`src/design/pb_pkg.sv`:
```
// ----------------------------------------------------------------------------
// pb_pkg: shared types for the palette builder
// Controller states and the token that walks the row of palette cells.
// ----------------------------------------------------------------------------
package pb_pkg;

  // width of one packed rgb colour
  localparam int unsigned ColourW = 24;

  // op codes of an input transaction
  localparam logic OpClear    = 1'b0;
  localparam logic OpClassify = 1'b1;

  // controller states
  typedef enum logic [1:0] {
    ST_IDLE,
    ST_BUSY,
    ST_DONE
  } state_t;

  // lookup token handed from cell to cell
  typedef struct packed {
    logic               valid;
    logic               hit;
    logic               added;
    logic [ColourW-1:0] colour;
  } token_t;

endpackage

```
`src/design/pb_in_if.sv`:
```
// ----------------------------------------------------------------------------
// pb_in_if: pixel input channel
// Valid/ready channel carrying one clear or classify transaction.
// ----------------------------------------------------------------------------
interface pb_in_if;
  logic       valid;
  logic       ready;
  logic       op;
  logic [7:0] red;
  logic [7:0] green;
  logic [7:0] blue;

  modport source (output valid, output op, output red, output green, output blue,
                  input ready);
  modport sink   (input valid, input op, input red, input green, input blue,
                  output ready);
endinterface

```
`src/design/pb_out_if.sv`:
```
// ----------------------------------------------------------------------------
// pb_out_if: classification result channel
// Valid/ready channel carrying one result transaction per input transaction.
// ----------------------------------------------------------------------------
interface pb_out_if;
  logic       valid;
  logic       ready;
  logic [6:0] colour_index;
  logic       index_valid;
  logic       newly_added;
  logic       overflowed;
  logic [7:0] entries_used;

  modport source (output valid, output colour_index, output index_valid,
                  output newly_added, output overflowed, output entries_used,
                  input ready);
  modport sink   (input valid, input colour_index, input index_valid,
                  input newly_added, input overflowed, input entries_used,
                  output ready);
endinterface

```
`src/design/pb_ctrl.sv`:
```
// ----------------------------------------------------------------------------
// pb_ctrl: transaction control for the palette builder
// Launches tokens into the cell row, keeps the fill count and overflow flag,
// and holds the result until the sink takes it.
// ----------------------------------------------------------------------------
module pb_ctrl #(
  parameter int unsigned DEPTH = 128
) (
  input  logic                       clk,
  input  logic                       rst,
  pb_in_if.sink                      pix,
  pb_out_if.source                   res,
  output pb_pkg::token_t             head_tok,
  output logic [$clog2(DEPTH)-1:0]   head_idx,
  input  pb_pkg::token_t             tail_tok,
  input  logic [$clog2(DEPTH)-1:0]   tail_idx,
  output logic [$clog2(DEPTH+1)-1:0] fill_count
);

  localparam int unsigned FillW = $clog2(DEPTH + 1);
  localparam int unsigned IdxW  = $clog2(DEPTH);

  pb_pkg::state_t state;
  pb_pkg::state_t state_next;

  logic            overflow_flag;
  logic [IdxW-1:0] res_index;
  logic            res_valid;
  logic            res_added;
  logic            accept;

  assign accept = pix.valid && pix.ready;

  // next state
  always_comb begin
    state_next = state;
    case (state)
      pb_pkg::ST_IDLE: begin
        if (pix.valid) begin
          state_next = (pix.op == pb_pkg::OpClassify) ? pb_pkg::ST_BUSY : pb_pkg::ST_DONE;
        end
      end
      pb_pkg::ST_BUSY: begin
        if (tail_tok.valid) begin
          state_next = pb_pkg::ST_DONE;
        end
      end
      pb_pkg::ST_DONE: begin
        if (res.ready) begin
          state_next = pb_pkg::ST_IDLE;
        end
      end
      default: begin
        state_next = pb_pkg::ST_IDLE;
      end
    endcase
  end

  always_ff @(posedge clk) begin
    if (rst) begin
      state <= pb_pkg::ST_IDLE;
    end else begin
      state <= state_next;
    end
  end

  // handshake outputs, no transaction taken while in reset
  always_comb begin
    pix.ready = 1'b0;
    res.valid = 1'b0;
    case (state)
      pb_pkg::ST_IDLE: pix.ready = !rst;
      pb_pkg::ST_DONE: res.valid = 1'b1;
      default: begin
        pix.ready = 1'b0;
        res.valid = 1'b0;
      end
    endcase
  end

  // token launched into the first cell
  always_comb begin
    head_tok.valid  = accept && (pix.op == pb_pkg::OpClassify);
    head_tok.hit    = 1'b0;
    head_tok.added  = 1'b0;
    head_tok.colour = {pix.red, pix.green, pix.blue};
    head_idx        = '0;
  end

  // fill count and sticky overflow
  always_ff @(posedge clk) begin
    if (rst) begin
      fill_count    <= '0;
      overflow_flag <= 1'b0;
    end else if (accept && (pix.op == pb_pkg::OpClear)) begin
      fill_count    <= '0;
      overflow_flag <= 1'b0;
    end else if (tail_tok.valid) begin
      if (tail_tok.added) begin
        fill_count <= fill_count + FillW'(1);
      end
      if (!tail_tok.hit) begin
        overflow_flag <= 1'b1;
      end
    end
  end

  // result register
  always_ff @(posedge clk) begin
    if (accept && (pix.op == pb_pkg::OpClear)) begin
      res_index <= '0;
      res_valid <= 1'b0;
      res_added <= 1'b0;
    end else if (tail_tok.valid) begin
      res_index <= tail_tok.hit ? tail_idx : '0;
      res_valid <= tail_tok.hit;
      res_added <= tail_tok.added;
    end
  end

  assign res.colour_index = 7'(res_index);
  assign res.index_valid  = res_valid;
  assign res.newly_added  = res_added;
  assign res.overflowed   = overflow_flag;
  assign res.entries_used = 8'(fill_count);

endmodule

```
`src/flat_wrapper.sv`:
```
// flat-port wrapper written by rule: the top's interface ports become plain ports
module pb_ctrl_flat 
#(
  parameter int unsigned DEPTH = 128
)
  (clk, rst, head_tok, head_idx, tail_tok, tail_idx, fill_count, pix_valid, pix_op, pix_red, pix_green, pix_blue, pix_ready, res_valid, res_colour_index, res_index_valid, res_newly_added, res_overflowed, res_entries_used, res_ready);
  pb_in_if pix_i ();
  pb_out_if res_i ();
  input  logic clk;
  input  logic rst;
  output pb_pkg::token_t head_tok;
  output logic [$clog2(DEPTH)-1:0] head_idx;
  input  pb_pkg::token_t tail_tok;
  input  logic [$clog2(DEPTH)-1:0] tail_idx;
  output logic [$clog2(DEPTH+1)-1:0] fill_count;
  input wire logic [$bits(pix_i.valid)-1:0] pix_valid;
  input wire logic [$bits(pix_i.op)-1:0] pix_op;
  input wire logic [$bits(pix_i.red)-1:0] pix_red;
  input wire logic [$bits(pix_i.green)-1:0] pix_green;
  input wire logic [$bits(pix_i.blue)-1:0] pix_blue;
  output wire logic [$bits(pix_i.ready)-1:0] pix_ready;
  output wire logic [$bits(res_i.valid)-1:0] res_valid;
  output wire logic [$bits(res_i.colour_index)-1:0] res_colour_index;
  output wire logic [$bits(res_i.index_valid)-1:0] res_index_valid;
  output wire logic [$bits(res_i.newly_added)-1:0] res_newly_added;
  output wire logic [$bits(res_i.overflowed)-1:0] res_overflowed;
  output wire logic [$bits(res_i.entries_used)-1:0] res_entries_used;
  input wire logic [$bits(res_i.ready)-1:0] res_ready;
  assign pix_i.valid = pix_valid;
  assign pix_i.op = pix_op;
  assign pix_i.red = pix_red;
  assign pix_i.green = pix_green;
  assign pix_i.blue = pix_blue;
  assign pix_ready = pix_i.ready;
  assign res_valid = res_i.valid;
  assign res_colour_index = res_i.colour_index;
  assign res_index_valid = res_i.index_valid;
  assign res_newly_added = res_i.newly_added;
  assign res_overflowed = res_i.overflowed;
  assign res_entries_used = res_i.entries_used;
  assign res_i.ready = res_ready;
  pb_ctrl #(.DEPTH(DEPTH)) u_core (.clk(clk), .rst(rst), .pix(pix_i), .res(res_i), .head_tok(head_tok), .head_idx(head_idx), .tail_tok(tail_tok), .tail_idx(tail_idx), .fill_count(fill_count));
endmodule
```
`config.mk`:
```
export PLATFORM = sky130hd
export DESIGN_NAME = pb_ctrl_flat
export DESIGN_NICKNAME = d
export VERILOG_FILES = /design/src/design/pb_pkg.sv /design/src/design/pb_in_if.sv /design/src/design/pb_out_if.sv /design/src/design/pb_ctrl.sv /design/src/flat_wrapper.sv
export SDC_FILE = /design/constraint.sdc
export NUM_CORES = 1
export LEC_CHECK = 0
export BUFFER_PORTS_ARGS = -buffer_cell sky130_fd_sc_hd__buf_2
export CAP_MARGIN = 20
export CORE_MARGIN = 2
export CORE_UTILIZATION = 34
export CTS_BUF_LIST = sky130_fd_sc_hd__clkbuf_16
export CTS_CLUSTER_DIAMETER = 40
export CTS_CLUSTER_SIZE = 30
export DETAILED_ROUTE_END_ITERATION = 7
export PLACE_DENSITY = 0.88
export SETUP_SLACK_MARGIN = 0.05
export SKIP_CTS_REPAIR_TIMING = 1
export SLEW_MARGIN = 20
export SYNTH_ARGS = -nofsm -noshare
export SYNTH_HDL_FRONTEND = slang
export SYNTH_SLANG_ARGS = --single-unit
```
`constraint.sdc`:
```
create_clock -name clk -period 1.71 [get_ports clk]
set_input_delay 0.342 -clock clk [delete_from_list [all_inputs] [get_ports clk]]
set_output_delay 0.342 -clock clk [all_outputs]
set_load 0.01 [all_outputs]
```
* Word-level counts from Yosys, hierarchy flattened
Cells that the tools add are included.
** Storage, ports and cells
- Register bits :: 20
- Output and inout bits :: 62
- Word-level logic and storage cells :: 31
** Cells by class
- Add/sub/neg operators :: 1
- Equal/unequal tests :: 5
- Mux-type cells :: 8
- Bitwise logic cells :: 2
- Reductions and logical operators :: 9
** Operators with widths (count)
- $add A8 B1 Y8 const B :: 1
- $mux W2 :: 4
- $mux W7 :: 1
- $ne A2 B2 Y1 const B :: 3
- $pmux W2 S3 :: 1
- $reduce_and A2 Y1 :: 2
- $logic_and A1 B1 Y1 :: 3
- $reduce_and A3 Y1 :: 1
- $eq A2 B1 Y1 const B :: 1
- $eq A2 B2 Y1 const B :: 1
- $logic_not A2 Y1 :: 1
- $mux W1 :: 2
- $not A1 Y1 :: 2
- $reduce_or A2 Y1 :: 1
- $logic_not A1 Y1 :: 1

* Depth between registers and ports, before layout
- Word-level depth :: 5
- Depth in mapped cells :: 5
- Mapped depth without buffers :: 4

* Worst setup path after synthesis
Ideal clock, no wire load.
- Path kind :: register -> register
- From :: register u_core.fill_count[0]
- To :: register u_core.fill_count[6]
- Library setup time :: 0.070 ns
- Arrival time :: 1.327 ns
- Data required time :: 1.640 ns
- Path slack :: 0.313 ns
- Cell stages (with the launch flop) :: 5
- Period minus slack after synthesis :: 1.397 ns
- Cells stage by stage :: dfxtp_1 ha_1 inv_1 or4_1 a21oi_1
** Between the ends
- Longest elaborated chain between the ends :: 1
** RTL lines
- start: declaration :: line pb_ctrl.sv:17 : output logic [$clog2(DEPTH+1)-1:0] fill_count
- start signal: assignment :: line pb_ctrl.sv:100 : fill_count <= fill_count + FillW'(1);
- $add A8 B1 Y8 :: line pb_ctrl.sv:100
Every way passes these cells.
A chain may end at the register's enable or synchronous reset.

==> impl_metrics.tcl <==
set metrics [dict create \
    postSynthCellCount 135 \
    hold_crit_path_type "input port to flip-flop" \
    htreeDepth 1 \
    drv_cap 0 \
    syn_avg_cell_area_um2 8.53 \
    wire_length_per_cell_um 10.7 \
    layout.cell_area.non_filler_um2 1220 \
    crit_family "simple AND/OR/NAND/NOR gates" \
    max_freq_ghz 0.652 \
    first_pass_grt_wire_length_um 3580 \
    dieArea_um2 3870 \
    layout_setup_ws_ns 0.176 \
    vias 849 \
    detailedPlace.worstSlack_ns 0.344 \
    synth_sequential_area_ratio_pct 34.8 \
    run_status "complete, no violations" \
    timing.critical_path.slowest_cell_delay_ns 0.34 \
    cts.clk_slew.worst_paths_ns 0.05 \
    place_inst 190 \
    timing.clock.skew_ns 0.00238 \
    final_critical_path_required_period_ns 1.53 \
    timing.critical_path.fanout_max 5 \
    gpl.final_weighted_congestion 0.727 \
    initialDrtViolationCount 18 \
    io-pin-count 125 \
    yosysTopAreaCellShare_pct 34.8 \
    cp.required_ns 1.37 \
    synthArstFlopShare_pct 0 \
    dieWidth_um 62.2 \
    power_density_nw_per_um2 908 \
    cp_data_arrival_time_ns 1.19 \
    cp_cell_instances "nor3_1, and3_1, buf_2" \
    cp_num_buf_inv 1 \
    clock_sinks 20 \
    final_hold_viol_count 0 \
    sum_neg_setup_slack_ns 0 \
    critical_path_class "flip-flop to primary output" \
    route.detailed.vias_per_inst 4.40 \
    floorplan.initialDensity_pct 35.0 \
    yosys_warnings 0 \
    post_route_cells_drive_above_1_share_pct 36.7 \
    overflow 0 \
    core_um2 3280 \
    antenna_cells 0 \
    maxSlewViolCount 0 \
    multi_input_comb_area_um2 438 \
    clock_latency_ns 0.24 \
    final-setup-viol-count 0 \
    setup.worst_path.end_class "primary output" \
    drc_errors 0 \
    final.period_utilization_pct 89.7 \
    clock_path_buffers 2 \
    rows 21 \
    power.leakage_nw 0.593 \
    yosys_register_bits 20 \
    route.final.wire_length_um 2070 \
    critPathSlowestCell "sky130_fd_sc_hd__dfxtp_1" \
    syn_to_final_growth_pct 5.98 \
    mappedNetlistArea_um2 1150 \
    synth_enable_flop_cells 0 \
    filler_cell_count 354 \
    master_cell_of_the_clock_root_buffer "sky130_fd_sc_hd__clkbuf_16" \
    tritoncts.num_buffers 3 \
    grt_start_max_net_pins 11 \
    synth_area_leaders "sky130_fd_sc_hd__dfxtp_1 (35%), sky130_fd_sc_hd__buf_4 (27%), sky130_fd_sc_hd__a22oi_1 (4.6%), sky130_fd_sc_hd__a21oi_1 (3.9%), sky130_fd_sc_hd__nor2_1 (3.6%)" \
    vdd.ir_drop.worst_mv 0.436 \
    first_pass_iters 2 \
    port_buffer_cells 43 \
    post_layout_nonfiller_instances 193 \
    dp.final_hpwl_um 1640 \
    tritoncts "done" \
    fin_total_pwr_mw 1.11 \
    layout.area.seq_um2 400 \
    grt_use_total_pct 11.2 \
    synthDistinctLibCells 32 \
    dpl_cell_area_um2 1140 \
    grt_antenna_before_repair 0 \
    synthDominantAreaCellType "sky130_fd_sc_hd__dfxtp_1" \
    drtAntennaViolNets 0 \
    grt_pass1_vias 811 \
    yosys_most_used_dff "sky130_fd_sc_hd__dfxtp_1" \
    die_height_um 62.2 \
    critical_path.startpoint_type "flip-flop" \
    rsz_0062_raised_after_global_routing "false" \
    layout.nets 213 \
]
-- worst reg2reg max path, cell delays in order (launching register included) --
cell and delay, ns:
sky130_fd_sc_hd__dfxtp_1 0.44, sky130_fd_sc_hd__nand4_4 0.16, sky130_fd_sc_hd__or4_4 0.54, sky130_fd_sc_hd__a21oi_2 0.13
-- cell families (layout without fill, tap and decap cells) --
family / count (synthesis) / in the layout / share of synthesized area, %
adders and majority gates: 1 / 1 / 1.09
DFF: 20 / 20 / 34.8
muxes: 1 / 1 / 0.978
and+or+nand+nor: 39 / 39 / 19.0
other: 1 / 9 / 0.326
xor gates and xnor gates: 2 / 2 / 1.52
buffers and inverters: 48 / 52 / 29.8
AOI/OAI and AO/OA: 23 / 23 / 12.5
-- path summary, 6_finish.rpt --
| check | start | endpoint | slack [ns] | cells after the start |
|---|---|---|---|---|
| setup / recovery | u_core.state[1] | head_tok[26] | 0.18 | 3 |
| hold / removal | rst | u_core.state[1] | 0.30 | 2 |
| setup reg to reg | u_core.fill_count[2] | u_core.fill_count[7] | 0.38 | 3 |
| hold reg to reg | u_core.res.newly_added | u_core.res.newly_added | 0.45 | 2 |
-- area by class of cell --
cell class / count / share of cell area, %
Clock buffer: 3 / 6.15
Tap cell: 46 / 4.72
Timing Repair Buffer: 46 / 19.5
Multi-Input combinational cell: 75 / 35.9
Inverter: 3 / 0.923
Sequential cell: 20 / 32.8
-- registers in the layout (all words and copies together) (netlist names) --
register,flops
u_core.fill_count,8
u_core.res.colour_index,7
u_core.state,2
u_core.res.index_valid,1
u_core.res.newly_added,1
u_core.res.overflowed,1
-- power breakdown --
part	internal, mW	leakage, nW	switching, mW	total, mW
logic	0.0612	0.392	0.0825	0.144
clock network	0.307	0.0370	0.150	0.457
registers	0.492	0.164	0.0138	0.506
-- metal layers --
layer | global-route usage [%] | wire, µm | part of all wire [%] | up-vias
met5 | 0 | 0 | 0 | -
met4 | 4.72 | 25 | 1.2 | 0
met3 | 2.72 | 148 | 7.1 | 6
met2 | 17.9 | 921 | 44 | 33
met1 | 14.4 | 979 | 47 | 380
li1 | - | - | - | 430
-- cell usage after synthesis (all sizes together), types with 2 or more instances --
cell and count:
a21oi 10, a22oi 7, buf 43, clkbuf 2, dfxtp 20, inv 3, nand2 7, nand3 5
nor2 11, nor3 2, o21ai 3, o31ai 2, or3 3, or4 2, xor2 2
-- stage by stage --
stage          hold slack (ns)  utilization, %
2_1_floorplan            0.411               -
3_3_place_gp             0.442            34.9
3_5_place_dp             0.448            34.9
4_1_cts                  0.296            37.1
5_1_grt                  0.305            37.1
6_report                 0.296            37.1
-- cells in the final DEF (no fill, tap or decap), types with 2 or more instances in the layout --
cell type	synthesis	layout
sky130_fd_sc_hd__a21oi_1	9	9
sky130_fd_sc_hd__a22oi_1	7	7
sky130_fd_sc_hd__buf_2	1	43
sky130_fd_sc_hd__buf_4	41	3
sky130_fd_sc_hd__clkbuf_16	0	3
sky130_fd_sc_hd__conb_1	1	9
sky130_fd_sc_hd__dfxtp_1	20	20
sky130_fd_sc_hd__inv_1	3	3
sky130_fd_sc_hd__nand2_1	7	7
sky130_fd_sc_hd__nand3_1	5	5
sky130_fd_sc_hd__nor2_1	11	11
sky130_fd_sc_hd__nor3_1	2	2
sky130_fd_sc_hd__o21ai_0	3	3
sky130_fd_sc_hd__o31ai_1	2	2
sky130_fd_sc_hd__or3_1	3	3
sky130_fd_sc_hd__xor2_1	2	2
Power figures use the tool's default switching activity.
