<file path="src/design/pb_pkg.sv">
// ----------------------------------------------------------------------------
// pb_pkg: shared types for the palette builder
// Controller states and the token that walks the row of palette cells.
// ----------------------------------------------------------------------------
package pb_pkg;

  // width of one packed rgb colour
  localparam int unsigned ColourW = 24;

  // op codes of an input transaction
  localparam logic OpClear    = 1'b0;
  localparam logic OpClassify = 1'b1;

  // controller states
  typedef enum logic [1:0] {
    ST_IDLE,
    ST_BUSY,
    ST_DONE
  } state_t;

  // lookup token handed from cell to cell
  typedef struct packed {
    logic               valid;
    logic               hit;
    logic               added;
    logic [ColourW-1:0] colour;
  } token_t;

endpackage

</file>
<file path="src/design/pb_cell.sv">
// ----------------------------------------------------------------------------
// pb_cell: one palette entry
// Holds a single colour, compares the passing token against it and claims
// the token on a match or when it is the first free entry.
// ----------------------------------------------------------------------------
module pb_cell #(
  parameter int unsigned DEPTH = 128,
  parameter int unsigned K     = 0
) (
  input  logic                       clk,
  input  logic                       rst,
  input  logic [$clog2(DEPTH+1)-1:0] fill_count,
  input  pb_pkg::token_t             tok_in,
  input  logic [$clog2(DEPTH)-1:0]   idx_in,
  output pb_pkg::token_t             tok_out,
  output logic [$clog2(DEPTH)-1:0]   idx_out
);

  localparam int unsigned FillW = $clog2(DEPTH + 1);
  localparam int unsigned IdxW  = $clog2(DEPTH);

  logic [pb_pkg::ColourW-1:0] entry;
  logic                       filled;
  logic                       at_end;
  logic                       open;
  logic                       match;
  logic                       append;

  // entry position relative to the fill level
  assign filled = FillW'(K) < fill_count;
  assign at_end = FillW'(K) == fill_count;
  assign open   = tok_in.valid && !tok_in.hit;
  assign match  = open && filled && (entry == tok_in.colour);
  assign append = open && at_end;

  // store a new colour in the first free entry
  always_ff @(posedge clk) begin
    if (append) begin
      entry <= tok_in.colour;
    end
  end

  // hand the token to the next cell
  always_ff @(posedge clk) begin
    if (rst) begin
      tok_out.valid <= 1'b0;
    end else begin
      tok_out.valid <= tok_in.valid;
    end
    tok_out.hit    <= tok_in.hit | match | append;
    tok_out.added  <= tok_in.added | append;
    tok_out.colour <= tok_in.colour;
    idx_out        <= (match || append) ? IdxW'(K) : idx_in;
  end

endmodule

</file>
<file path="config.mk">
export PLATFORM = sky130hd
export DESIGN_NAME = pb_cell
export DESIGN_NICKNAME = d
export VERILOG_FILES = /design/src/design/pb_pkg.sv /design/src/design/pb_cell.sv
export SDC_FILE = /design/constraint.sdc
export NUM_CORES = 1
export LEC_CHECK = 0
export CORE_ASPECT_RATIO = 0.75
export CORE_MARGIN = 2
export CORE_UTILIZATION = 37
export CTS_BUF_LIST = sky130_fd_sc_hd__clkbuf_16
export DETAILED_ROUTE_END_ITERATION = 8
export DONT_BUFFER_PORTS = 1
export PLACE_DENSITY_LB_ADDON = 0.08
export SLEW_MARGIN = 20
export SYNTH_ARGS = -nofsm -noshare
export SYNTH_HDL_FRONTEND = slang
export SYNTH_SLANG_ARGS = --single-unit
</file>
<file path="constraint.sdc">
create_clock -name clk -period 1.4 [get_ports clk]
set_input_delay 0.14 -clock clk [delete_from_list [all_inputs] [get_ports clk]]
set_output_delay 0.14 -clock clk [all_outputs]
set_load 0.1 [all_outputs]
</file>
==> After elaboration in Yosys (flattened, before gate mapping) <==
Index checks and enable logic that the tools add are counted.
Widths: inputs -> output; s select.
{ "op_classes": {"n_lt_le_gt_ge": 1, "n_eq_ne": 1, "bitwise": 3, "n_reduce_logical": 7} }
{ "ops": {"columns": ["cell", "count"], "rows": [
  ["$eq 24x24->1", 1],
  ["$logic_not 8->1", 1],
  ["$lt 1x8->1 const A", 1],
  ["$logic_and 1x1->1", 4],
  ["$or 1x1->1", 3],
  ["$logic_not 1->1", 1],
  ["$logic_or 1x1->1", 1]
]} }
{ "totals": {"regBits": 58, "inputBits": 44} }

==> Logic depth before layout (Yosys ltp) <==
Gate-level depths: netlist (run 1).
{ "depth": {"depth_word": 6, "ltp_mapped": 5} }

==> Worst setup path after synthesis (run 1) <==
Ideal clock, no wire load.
{ "synth_timing": {"path_type": "register to register", "from": "reg entry[21] (netlist name)", "to": "reg tok_out[25] (netlist name)", "t_arrival_ns": 1.397, "slack_ns": -0.055, "stages_incl_launch_ff": 6, "n_path_buf": 0, "period_less_slack_ns": 1.455, "cell_sequence": "edfxtp_1 xor2_1 nor4_1 nand3_1 nor4_4 or3_1"} }
{ "synth_via": {"elab_chain_cells": 4} }
{ "synth_rtl": {"columns": ["item", "line", "rtl"], "rows": [
  ["start: declaration", "pb_cell.sv:22", "logic [pb_pkg::ColourW-1:0] entry;"],
  ["start signal: assignment", "pb_cell.sv:39", "entry <= tok_in.colour;"],
  ["$eq 24x24->1", "pb_cell.sv:33", "assign match = open && filled && (entry == tok_in.colour);"],
  ["$logic_and 1x1->1", "pb_cell.sv:33", null],
  ["$or 1x1->1 (2 in a row)", "pb_cell.sv:50", "tok_out.hit <= tok_in.hit | match | append;"],
  ["end: declaration", "pb_cell.sv:15", "output pb_pkg::token_t tok_out,"]
]} }
No other way between the ends.
A chain may end at the register's enable or synchronous reset.

==> Final worst setup path (run 1) <==
{ "layout_timing": {"from": "reg entry[5] (netlist name)", "to": "reg idx_out[6]"} }
{ "layout_via": {"elab_chain_cells": 3} }
{ "layout_rtl": {"columns": ["item", "line", "rtl"], "rows": [
  ["$eq 24x24->1", "pb_cell.sv:33", null],
  ["$logic_and 1x1->1", "pb_cell.sv:33", null],
  ["$logic_or 1x1->1", "pb_cell.sv:53", "idx_out <= (match || append) ? IdxW'(K) : idx_in;"],
  ["end signal: assignment", "pb_cell.sv:53", null],
  ["end: declaration", "pb_cell.sv:16", "output logic [$clog2(DEPTH)-1:0] idx_out"]
]} }
No other way between the ends.

==> metrics.yaml, run 1 <==
outcome:
  result_of_the_run: "finished, violations left"
  violations: "setup timing"
timing:
  setup_slack_ns: -0.1594
  tightestPinTransition_ns: 0.2814
  timing.final.hold_violations: 0
  post_route_fraction_of_the_period_consumed_by_the_critical_path: 1.114
  finalMaxSlewViolations: 0
  setup_violations: 8
  fmax_mhz: 641.3
  clock-skew-final_ns: 0.005749
  slew_headroom: 0.8107
  whs_ns: 0.2217
  timing.final.crit_period_ns: 1.559
  tns_ns: -1.189
  grt_setup_unrepaired: "true"
logic_synthesis:
  synth_sequential_area_ratio: 0.7816
  synth_warnings: 0
  post_synth_num_cell_types: 16
  syn_area_per_cell_um2: 15.87
  synth_common_cells: "dfxtp_1, edfxtp_1, xor2_1"
  synth_flop_cell: "dfxtp_1"
  synth_area_mm2: 0.001793
  yosys.cell_count.top_type: "dfxtp_1"
  synth_top_area_cell: "edfxtp_1"
  synth_enable_flop_cells: 24
  synth_nets: 157
  postSynthCellCount: 113
  synth_top_area_frac: 0.4020
  synth-seq-cells: 58
  netlist_top_cells_area: "edfxtp_1, dfxtp_1, xor2_1"
  asyncSetResetFlopFracSynth: 0
global_routing:
  grt_max_degree: 25
  grt_antenna_before_repair: 0
  grt_pass1_wl_um: 5920
  grt_remaining_overflow: 0
  globalRouteTotalUtil: 0.1529
  grt_pass1_vias: 1260
floorplanning:
  horizontal_extent_of_the_die_um: 84.38
  die_h_um: 64.29
  io-pin-count: 78
  start_util: 0.3922
  fp.dieArea_mm2: 0.005424
  fp.coreArea_mm2: 0.004572
  rows: 21
pwr:
  peakVddDrop_uv: 924.3
  static-leakage-power_nw: 1.139
  finalPower_w: 0.004247
  pwr_density_cell_mw_per_mm2: 1535
detailed_routing:
  post-route-drc-count: 0
  drt_iter0_drc: 39
  routed-via-count: 1149
  post_drt_via_cell_ratio: 4.453
  avgRoutedWirePerCell_um: 14.70
  postRouteWirelength_um: 3793
  detail_route.first_pass.iterations: 4
  ant_nets: 0
setup_path:
  cp_data_required_time_ns: 1.60
  crit_type: "reg2reg"
  kind_of_start_point_of_the_critical_path: "register"
  timing.critical_path.to_type: "register"
  critPathMaxFanout: 8
  cp.arrival_ns: 1.76
  reg2reg_depth: 6
cells_and_area:
  n_fill_cell: 380
  net_count_reported_at_finish: 240
  antenna_cells_inserted: 0
  final_instance_area_mm2: 0.002766
  drive_above_1_share: 0.2637
  layout_area_growth_over_synthesis_pct: 54.29
job:
  drv_cap: 0
min_path:
  timing.hold.worst_path_depth: 4
  worst_hold_path_type: "in2reg"
clock_tree:
  cts_tree: "yes"
  count_of_clock_tree_sinks: 58
  cts_made_buffers: 9
  insertion_delay_ns: 0.31
  ctsRootBufferMaster: "clkbuf_16"
  clkTransAtPathRegs_ns: 0.05
  cts.path.max_buffers: 2
  h-tree-depth: 3
  cts_setup_buffers: 0
placed_design:
  gpl.final_weighted_congestion: 0.6794
  place_hpwl_um: 2252
  placement.io_buffers: 0
  dpl-instance-area_mm2: 0.002155
## placed cells by master (no fill, tap or decap), drive strengths merged, types with 2 or more instances in the layout
| master | netlist | routed |
|---|---|---|
| nand4 | 2 | 2 |
| nand2 | 7 | 7 |
| nor2b | 2 | 2 |
| clkbuf | 0 | 9 |
| nand3 | 3 | 3 |
| buf | 0 | 37 |
| inv | 1 | 3 |
| xnor2 | 9 | 9 |
| nor2 | 7 | 7 |
| dfxtp | 34 | 34 |
| edfxtp | 24 | 24 |
| xor2 | 15 | 15 |
| nor4 | 6 | 6 |
| dlygate4sd3 | 0 | 35 |
| clkinv | 0 | 5 |
## logic make-up after synthesis
group         Yosys count  synth area share
simple gates           30           0.09910
xor+xnor               24            0.1172
flops                  58            0.7816
buf+inv                 1          0.002092
## cell type report
cell class	count	area, um2	share of cell area
Sequential cell	58	1401	0.5066
Timing Repair Buffer	72	640.6	0.2316
Multi-Input combinational cell	54	394.1	0.1425
Clock buffer	9	225.2	0.08141
Tap cell	57	71.32	0.02578
Clock inverter	7	30.03	0.01085
Inverter	1	3.754	0.001357
## per-stage QoR
stage	setup WS (ns)	utilization	instances
2_1_floorplan	-0.05498	-	113
3_3_place_gp	-0.2586	0.4713	207
3_5_place_dp	-0.2485	0.4713	207
4_1_cts	-0.1999	0.6051	258
5_1_grt	-0.2646	0.6051	258
6_report	-0.1594	0.6051	258
## timing repair
action                     4_1_cts  5_1_grt
setup endpoints to repair        8        8
hold endpoints to repair        58        0
resized for setup                1        0
hold buffers                    35        0
pin swaps                        2        0
## final timing paths
| kind | slack [ns] | endpoint | from |
|---|---|---|---|
| setup / recovery | -0.16 | idx_out[6] | entry[5] |
| hold / removal | 0.22 | tok_out[24] | fill_count[7] |
| setup reg to reg | -0.16 | idx_out[6] | entry[5] |
| hold reg to reg | 0.84 | idx_out[2] | entry[18] |
## state kept, by name, indices dropped and copies added, names as in the netlist
register and flops:
tok_out 27, entry 24, idx_out 7
## critical path, cell delays in order (launching register included)
cell,delay [ns]
edfxtp_1,0.37
xor2_1,0.16
nor4_2,0.30
nand3_1,0.16
nor4_4,0.22
buf_4,0.18
nor2_1,0.06
## power breakdown
group / total [W] / switching (W) / internal [W]
clock: 0.00181 / 0.000655 / 0.00115
sequential: 0.00183 / 0.0000147 / 0.00182
combinational: 0.000608 / 0.000449 / 0.000159
total: 0.00425 / 0.00112 / 0.00313
## layer usage
metal  vias to the layer above  share of wire  wire [um]  track usage
met1                       544           0.37       1420       0.1583
met4                         0          0.017         64      0.08929
li1                        554              -          -            -
met2                        43           0.54       2050       0.2609
met3                         8          0.068        257      0.06460
met5                         -              0          0            0
Note: power is estimated with default switching activity, not from simulation.
==> run 2: changes to the inputs <==
--- a/config.mk
+++ b/config.mk
@@ -8,7 +8,7 @@
 export CORE_ASPECT_RATIO = 0.75
 export CORE_MARGIN = 2
 export CORE_UTILIZATION = 37
-export CTS_BUF_LIST = sky130_fd_sc_hd__clkbuf_16
+export CTS_BUF_LIST = sky130_fd_sc_hd__clkbuf_2
 export DETAILED_ROUTE_END_ITERATION = 8
 export DONT_BUFFER_PORTS = 1
 export PLACE_DENSITY_LB_ADDON = 0.08
==> run 2 against run 1 <==
Die area stayed put. Critical path depth stayed put. The flow still finishes with violations (setup timing). Highest routed layer unchanged. Global-route usage down 0.63 points. Cell area is 6.2% lower. Sequential power barely moved. Routed wire length decreased by 2.8%.
==> metrics.yaml, run 2 (synthesis results as in run 1) <==
outcome:
  result_of_the_run: "finished, violations left"
  violations: "setup timing"
setup_path:
  timing.critical_path.to_type: "register"
  cpPeakStageDelay_ns: 0.40  # +0.03 ns
  crit_buf_inv: 1  # unchanged
  kind_of_start_point_of_the_critical_path: "register"
  regToRegSetupSlack_ns: -0.18  # -0.02 ns
  critPathMaxFanout: 8  # unchanged
  crit_type: "reg2reg"
  critical_path.slowest_cell: "edfxtp_1"
  critical_path.cell_chain: "xor2_1, nor4_2, nand3_1, nor4_4, buf_4, nor2_1"
  cp.arrival_ns: 1.94  # +0.18 ns
  timing.critical_path.depth: 6  # unchanged
  reg2reg_depth: 6  # unchanged
  cp_data_required_time_ns: 1.75  # +0.15 ns
  cp_top_family: "simple AND/OR/NAND/NOR gates"
clock_tree:
  count_of_clock_tree_sinks: 58  # unchanged
  cts_tree: "yes"
  cts_setup_buffers: 0  # unchanged
  cts.path.max_buffers: 2  # unchanged
  insertion_delay_ns: 0.47  # +0.16 ns
  ctsRootBufferMaster: "clkbuf_2"
  clkTransAtPathRegs_ns: 0.13  # +0.08 ns
  h-tree-depth: 3  # unchanged
  cts_made_buffers: 9  # unchanged
pwr:
  static-leakage-power_nw: 1.063  # -6.6%
  peakVddDrop_uv: 664.6  # -28%
  pwr_density_cell_mw_per_mm2: 1237  # -19%
floorplanning:
  die_h_um: 64.29  # unchanged
  fp.coreArea_mm2: 0.004572  # unchanged
  horizontal_extent_of_the_die_um: 84.38  # unchanged
  start_util: 0.3922  # unchanged
  io-pin-count: 78  # unchanged
  fp.dieArea_mm2: 0.005424  # unchanged
  rows: 21  # unchanged
cells_and_area:
  fin_util: 0.5676  # -0.03749
  antenna_cells_inserted: 0  # unchanged
  largest_register_ffs: 27  # unchanged
  largest-register: "tok_out"
  final_cell_mix: "buf_4, dlygate4sd3_1, dfxtp_1"
  drive_above_1_share: 0.2786  # +0.01493
  leading_registers_by_flop_count: "tok_out: 27 flops, entry: 24 flops, idx_out: 7 flops"
  layout.cells.most_common: "buf_4"
  net_count_reported_at_finish: 240  # unchanged
  layout_area_growth_over_synthesis_pct: 44.73
min_path:
  worst_hold_path_type: "in2reg"
  timing.hold.worst_path_depth: 4  # unchanged
placed_design:
  detailedPlace.worstSlack_ns: -0.2485  # unchanged
  gpl.final_weighted_congestion: 0.6794  # unchanged
  place_hpwl_um: 2252  # unchanged
  placement.io_buffers: 0  # unchanged
timing:
  setup_slack_ns: -0.1836  # -0.02420 ns
  post_route_fraction_of_the_period_consumed_by_the_critical_path: 1.131  # +0.01729
  finalMaxSlewViolations: 0  # unchanged
  tightestPinTransition_ns: 0.2757  # -0.005711 ns
  timing.final.crit_period_ns: 1.584  # +0.02420 ns
  grt_setup_unrepaired: "true"
  fmax_mhz: 631.5  # -1.5%
  clock-skew-final_ns: 0.02487  # +0.01912 ns
  timing.final.hold_violations: 0  # unchanged
  setup_violations: 8  # unchanged
  slew_headroom: 0.8149  # +0.004216
detailed_routing:
  ant_nets: 0  # unchanged
  drt_iter0_drc: 36  # -7.7%
  avgRoutedWirePerCell_um: 14.29  # -2.8%
  post_drt_via_cell_ratio: 4.457  # about the same
  post-route-drc-count: 0  # unchanged
  detail_route.first_pass.iterations: 4  # unchanged
  postRouteWirelength_um: 3686  # -2.8%
  routed-via-count: 1150  # +0.087%
global_routing:
  grt_antenna_before_repair: 0  # unchanged
  grt_pass1_wl_um: 5651  # -4.5%
  grt_pass1_vias: 1221  # -3.1%
  grt_remaining_overflow: 0  # unchanged
  grt_max_degree: 25  # unchanged
  globalRouteTotalUtil: 0.1466  # -0.006300
job:
  drv_cap: 0  # unchanged
run 2: cell count changes in the layout (fill, tap and decap cells not counted):
cell / previous run / this run
clkbuf_16: 9 / 0
clkbuf_2: 0 / 11
inv_1: 2 / 0
nor4_1: 4 / 3
nor4_2: 1 / 2
run 2: final timing paths:
kind                               endpoint     startpoint
worst max-delay path             idx_out[6]       entry[5]
worst max register to register   idx_out[6]       entry[5]
worst min register to register   idx_out[2]       entry[4]
worst min-delay path            tok_out[24]  fill_count[7]
run 2: stage by stage:
| step | TNS [ns] | instances | hold WS [ns] | instance area [um2] | total power [W] |
|---|---|---|---|---|---|
| 2_1_floorplan | -0.4380 | 113 | 0.1677 | 1793 | 0.002289 |
| 3_3_place_gp | -2.058 | 207 | 0.1679 | 2155 | 0.002381 |
| 3_5_place_dp | -1.917 | 207 | 0.1678 | 2155 | 0.002381 |
| 4_1_cts | -1.708 | 258 | 0.02262 | 2589 | 0.003257 |
| 5_1_grt | -2.303 | 258 | 0.06484 | 2595 | 0.003350 |
| 6_report | -1.358 | 258 | 0.06958 | 2595 | 0.003210 |
run 2: final cells by class:
type | instances | area [um2]
multi-input combinational | 54 | 400.4
tap | 57 | 71.32
sequential | 58 | 1401
clock inverter | 5 | 22.52
inverter | 1 | 3.754
timing repair buffer | 72 | 640.6
fill | 401 | 1977
clock buffer | 11 | 55.05
run 2: per-layer routing:
metal	vias up	global-route usage	wire, um
li1	556	-	-
met1	540	0.1561	1447
met2	43	0.2341	1850
met3	11	0.08915	305
met4	0	0.06548	82
met5	-	0	0
run 2: timing repair:
action,4_1_cts,5_1_grt
gates resized for setup,1,1
endpoints found under the setup margin,8,8
pin swaps,2,0
hold buffers,35,0
endpoints found under the hold margin,58,0
run 2: worst register-to-register path: cells and delay by family, from the launching register on:
| kind | cells | cell delay (ns) |
|---|---|---|
| XOR/XNOR | 1 | 0.16 |
| buffers and inverters | 1 | 0.19 |
| flip-flops | 1 | 0.40 |
| AND/OR/NAND/NOR | 4 | 0.73 |
run 2: power breakdown:
group          internal, W  switching, W
logic             0.000159      0.000449
clock network     0.000229      0.000548
registers          0.00181     0.0000145
total              0.00220       0.00101
==> run 3: changes to the inputs <==
--- a/config.mk
+++ b/config.mk
@@ -5,6 +5,7 @@
 export SDC_FILE = /design/constraint.sdc
 export NUM_CORES = 1
 export LEC_CHECK = 0
+export ABC_AREA = 1
 export CORE_ASPECT_RATIO = 0.75
 export CORE_MARGIN = 2
 export CORE_UTILIZATION = 37
==> run 3 against run 2 <==
The run now ends clean. Sequential cell count unchanged. Non-clock buffer count decreased by 1. Final cell count increased by 34%. Setup slack improved by 0.33 ns. Clock-buffer cell count unchanged.
==> metrics.yaml, run 3 <==
outcome:
  result_of_the_run: "complete, no violations"
cells_and_area:
  largest-register: "tok_out"
  layout_area_growth_over_synthesis_pct: 42.17
  leading_registers_by_flop_count: "tok_out: 27 flops, entry: 24 flops, idx_out: 7 flops"
  layout.cells.most_common: "inv_1"
  area_of_combinational_cells_with_multiple_inputs_um2: 411.6  # +2.8%
  drive_above_1_share: 0.2117  # -0.06693
  antenna_cells_inserted: 0  # unchanged
  n_fill_cell: 446  # +11%
  net_count_reported_at_finish: 313  # +30%
  final_cell_mix: "inv_1, nand2_1, dlygate4sd3_1"
  regArea_mm2: 0.001401  # unchanged
  largest_register_ffs: 27  # unchanged
clock_tree:
  insertion_delay_ns: 0.46  # about the same
  ctsRootBufferMaster: "clkbuf_2"
  h-tree-depth: 3  # unchanged
  cts_tree: "yes"
  cts.path.max_buffers: 2  # unchanged
  cts_setup_buffers: 0  # unchanged
  count_of_clock_tree_sinks: 58  # unchanged
  cts_made_buffers: 9  # unchanged
  clkTransAtPathRegs_ns: 0.15  # +0.02 ns
setup_path:
  regToRegSetupSlack_ns: 0.15  # +0.33 ns
  critical_path.slowest_cell: "edfxtp_1"
  cp.arrival_ns: 1.63  # -0.31 ns
  timing.critical_path.to_type: "register"
  crit-reg2reg-launch: "entry[10]"
  cpPeakStageDelay_ns: 0.41  # about the same
  cp_data_required_time_ns: 1.77  # +0.02 ns
  critPathMaxFanout: 7  # -1
  reg2reg_depth: 8  # +2
  crit_type: "reg2reg"
  cp_top_family: "simple AND/OR/NAND/NOR gates"
  crit-reg2reg-capture: "idx_out[2]"
  timing.critical_path.depth: 8  # +2
  crit_buf_inv: 0  # -1
  cell_repeated_most_along_the_worst_path: "nor2_1"
  critical_path.cell_chain: "nor2_1, nor2_1, nor2_1, nand3_1, nor2_2, nand3_2, nand2_4, nor2_1"
  kind_of_start_point_of_the_critical_path: "register"
job:
  drv_cap: 0  # unchanged
timing:
  tns_ns: 0  # +1.358 ns
  fmax_mhz: 797.0  # +26%
  timing.final.crit_period_ns: 1.255  # -0.3289 ns
  tightestPinTransition_ns: 0.2907  # +0.01500 ns
  slew_headroom: 0.8078  # -0.007092
  clock-skew-final_ns: 0.01617  # -0.008700 ns
  setup_violations: 0  # -8
  finalMaxSlewViolations: 0  # unchanged
  whs_ns: 0.04752  # -0.02206 ns
  post_route_fraction_of_the_period_consumed_by_the_critical_path: 0.8963  # -0.2349
  timing.final.hold_violations: 0  # unchanged
logic_synthesis:
  yosys.cell_count.top_type: "inv_1"
  post_synth_num_cell_types: 16  # unchanged
  synth_enable_flop_cells: 24  # unchanged
  synth_sequential_area_ratio: 0.7189  # -0.06271
  synth_flop_cell: "dfxtp_1"
  synth_warnings: 0  # unchanged
  synth_area_mm2: 0.001949  # +8.7%
  synth_top_area_frac: 0.3697  # -0.03225
  asyncSetResetFlopFracSynth: 0  # unchanged
  synth_nets: 231  # +47%
  synth-seq-cells: 58  # unchanged
  syn_area_per_cell_um2: 10.42  # -34%
  synth_top_area_cell: "edfxtp_1"
  synth_common_cells: "inv_1, nand2_1, dfxtp_1"
  netlist_top_cells_area: "edfxtp_1, dfxtp_1, inv_1"
  postSynthCellCount: 187  # +65%
pwr:
  finalPower_w: 0.003211  # about the same
  static-leakage-power_nw: 1.282  # +21%
  net_switching_power_figure_w: 0.001016  # +0.43%
  peakVddDrop_uv: 712.2  # +7.2%
  pwr-share-clk: 0.239  # -0.003
  internal_power_w: 0.002195  # -0.15%
  comb_power_share: 0.192  # +0.002
  switching_share_of_total_power: 0.3165  # +0.001249
  seq_power_share: 0.568  # about the same
  pwr_density_cell_mw_per_mm2: 1159  # -6.3%
global_routing:
  grt_max_degree: 15  # -40%
  grt_antenna_before_repair: 0  # unchanged
  globalRouteTotalUtil: 0.1480  # +0.001402
  grt_remaining_overflow: 0  # unchanged
  grt_pass1_vias: 1367  # +12%
  grt_pass1_wl_um: 6037  # +6.8%
detailed_routing:
  detail_route.first_pass.iterations: 4  # unchanged
  post_drt_via_cell_ratio: 4.075  # -8.6%
  post-route-drc-count: 0  # unchanged
  routed-via-count: 1410  # +23%
  ant_nets: 0  # unchanged
  drt_iter0_drc: 42  # +17%
  postRouteWirelength_um: 3978  # +7.9%
  avgRoutedWirePerCell_um: 11.50  # -20%
floorplanning:
  horizontal_extent_of_the_die_um: 87.82  # +4.1%
  die_h_um: 66.86  # +4.0%
  start_util: 0.3913  # -0.0009122
  fp.dieArea_mm2: 0.005871  # +8.2%
  rows: 22  # +4.8%
  fp.coreArea_mm2: 0.004982  # +9.0%
  io-pin-count: 78  # unchanged
min_path:
  holdCritStartpoint: "tok_in[22]"
  worst_hold_path_type: "in2reg"
  hold-path-endpoint: "tok_out[25]"
  timing.hold.worst_path_depth: 5  # +1
placed_design:
  place_hpwl_um: 2639  # +17%
  placement.io_buffers: 0  # unchanged
  gpl.final_weighted_congestion: 0.6743  # -0.75%
run 3: changes by cell type after synthesis, moves of 2 or more:
cell / previous run / this run
nor4_1: 5 / 2
nand3_1: 3 / 5
nand2_1: 7 / 36
xnor2_1: 9 / 4
o21ai_0: 0 / 8
inv_1: 0 / 37
nor2_1: 7 / 29
nor2b_1: 2 / 0
xor2_1: 15 / 0
run 3: layout make-up:
class | count | share of cell area
Sequential cell | 58 | 0.5056
Timing Repair Buffer | 71 | 0.2330
Clock buffer | 11 | 0.01986
Clock inverter | 5 | 0.007675
Inverter | 39 | 0.05282
Multi-Input combinational cell | 90 | 0.1485
Tap cell | 72 | 0.03251
run 3: how the worst max path moves through the flow:
stage	from	endpoint	slack (ns)
CTS	entry[4]	idx_out[2]	0.08
global route	entry[4]	idx_out[2]	-0.003
detailed placement	entry[4]	idx_out[2]	0.11
finish	entry[10]	idx_out[2]	0.15
global placement	entry[4]	idx_out[4]	0.15
floorplan	fill_count[5]	entry[0]	0.09
run 3: through the flow:
stage	setup WS, ns	cell area (um2)	utilization	std cells
final	0.1452	2771	0.5563	346
after global routing	-0.003081	2771	0.5563	346
after CTS	0.07605	2766	0.5552	346
after detailed placement	0.1087	2340	0.4696	295
after global placement	0.1511	2340	0.4696	295
after floorplan	0.09071	1954	-	187
run 3: routing by layer:
| metal | vias up | global-route usage | share of wire |
|---|---|---|---|
| met3 | 9 | 0.07559 | 0.079 |
| met4 | 0 | 0.1000 | 0.024 |
| met1 | 608 | 0.1663 | 0.45 |
| met2 | 55 | 0.2188 | 0.45 |
| li1 | 738 | - | - |
| met5 | - | 0 | 0 |
run 3: power by group through the flow:
| stage | sequential, W | clock, W | combinational (W) |
|---|---|---|---|
| finish | 0.00182 | 0.000768 | 0.000618 |
| global route | 0.00183 | 0.000886 | 0.000642 |
| CTS | 0.00182 | 0.000817 | 0.000619 |
| detailed placement | 0.00186 | 0 | 0.000528 |
| global placement | 0.00186 | 0 | 0.000528 |
| floorplan | 0.00224 | 0 | 0.0000537 |
run 3: cell families (layout without fill, tap and decap cells):
| group | after synthesis | count (layout) | synth area share |
|---|---|---|---|
| AND/OR/NAND/NOR | 77 | 77 | 0.1650 |
| flip-flops | 58 | 58 | 0.7189 |
| XOR/XNOR | 4 | 4 | 0.01797 |
| buffers and inverters | 39 | 126 | 0.07510 |
| AO/OA/AOI/OAI | 9 | 9 | 0.02310 |
run 3: repair_timing:
| action | in CTS | in global routing |
|---|---|---|
| hold buffers | 35 | 0 |
| endpoints found under the setup margin | 0 | 6 |
| resized for setup | 0 | 2 |
| endpoints found under the hold margin | 58 | 0 |
run 3: tightest hold or removal path, cell delays in order:
cell     delay [ns]
xnor2_1        0.05
nand3_1        0.08
nor2_1         0.05
nand3_2        0.09
nand3_1        0.06
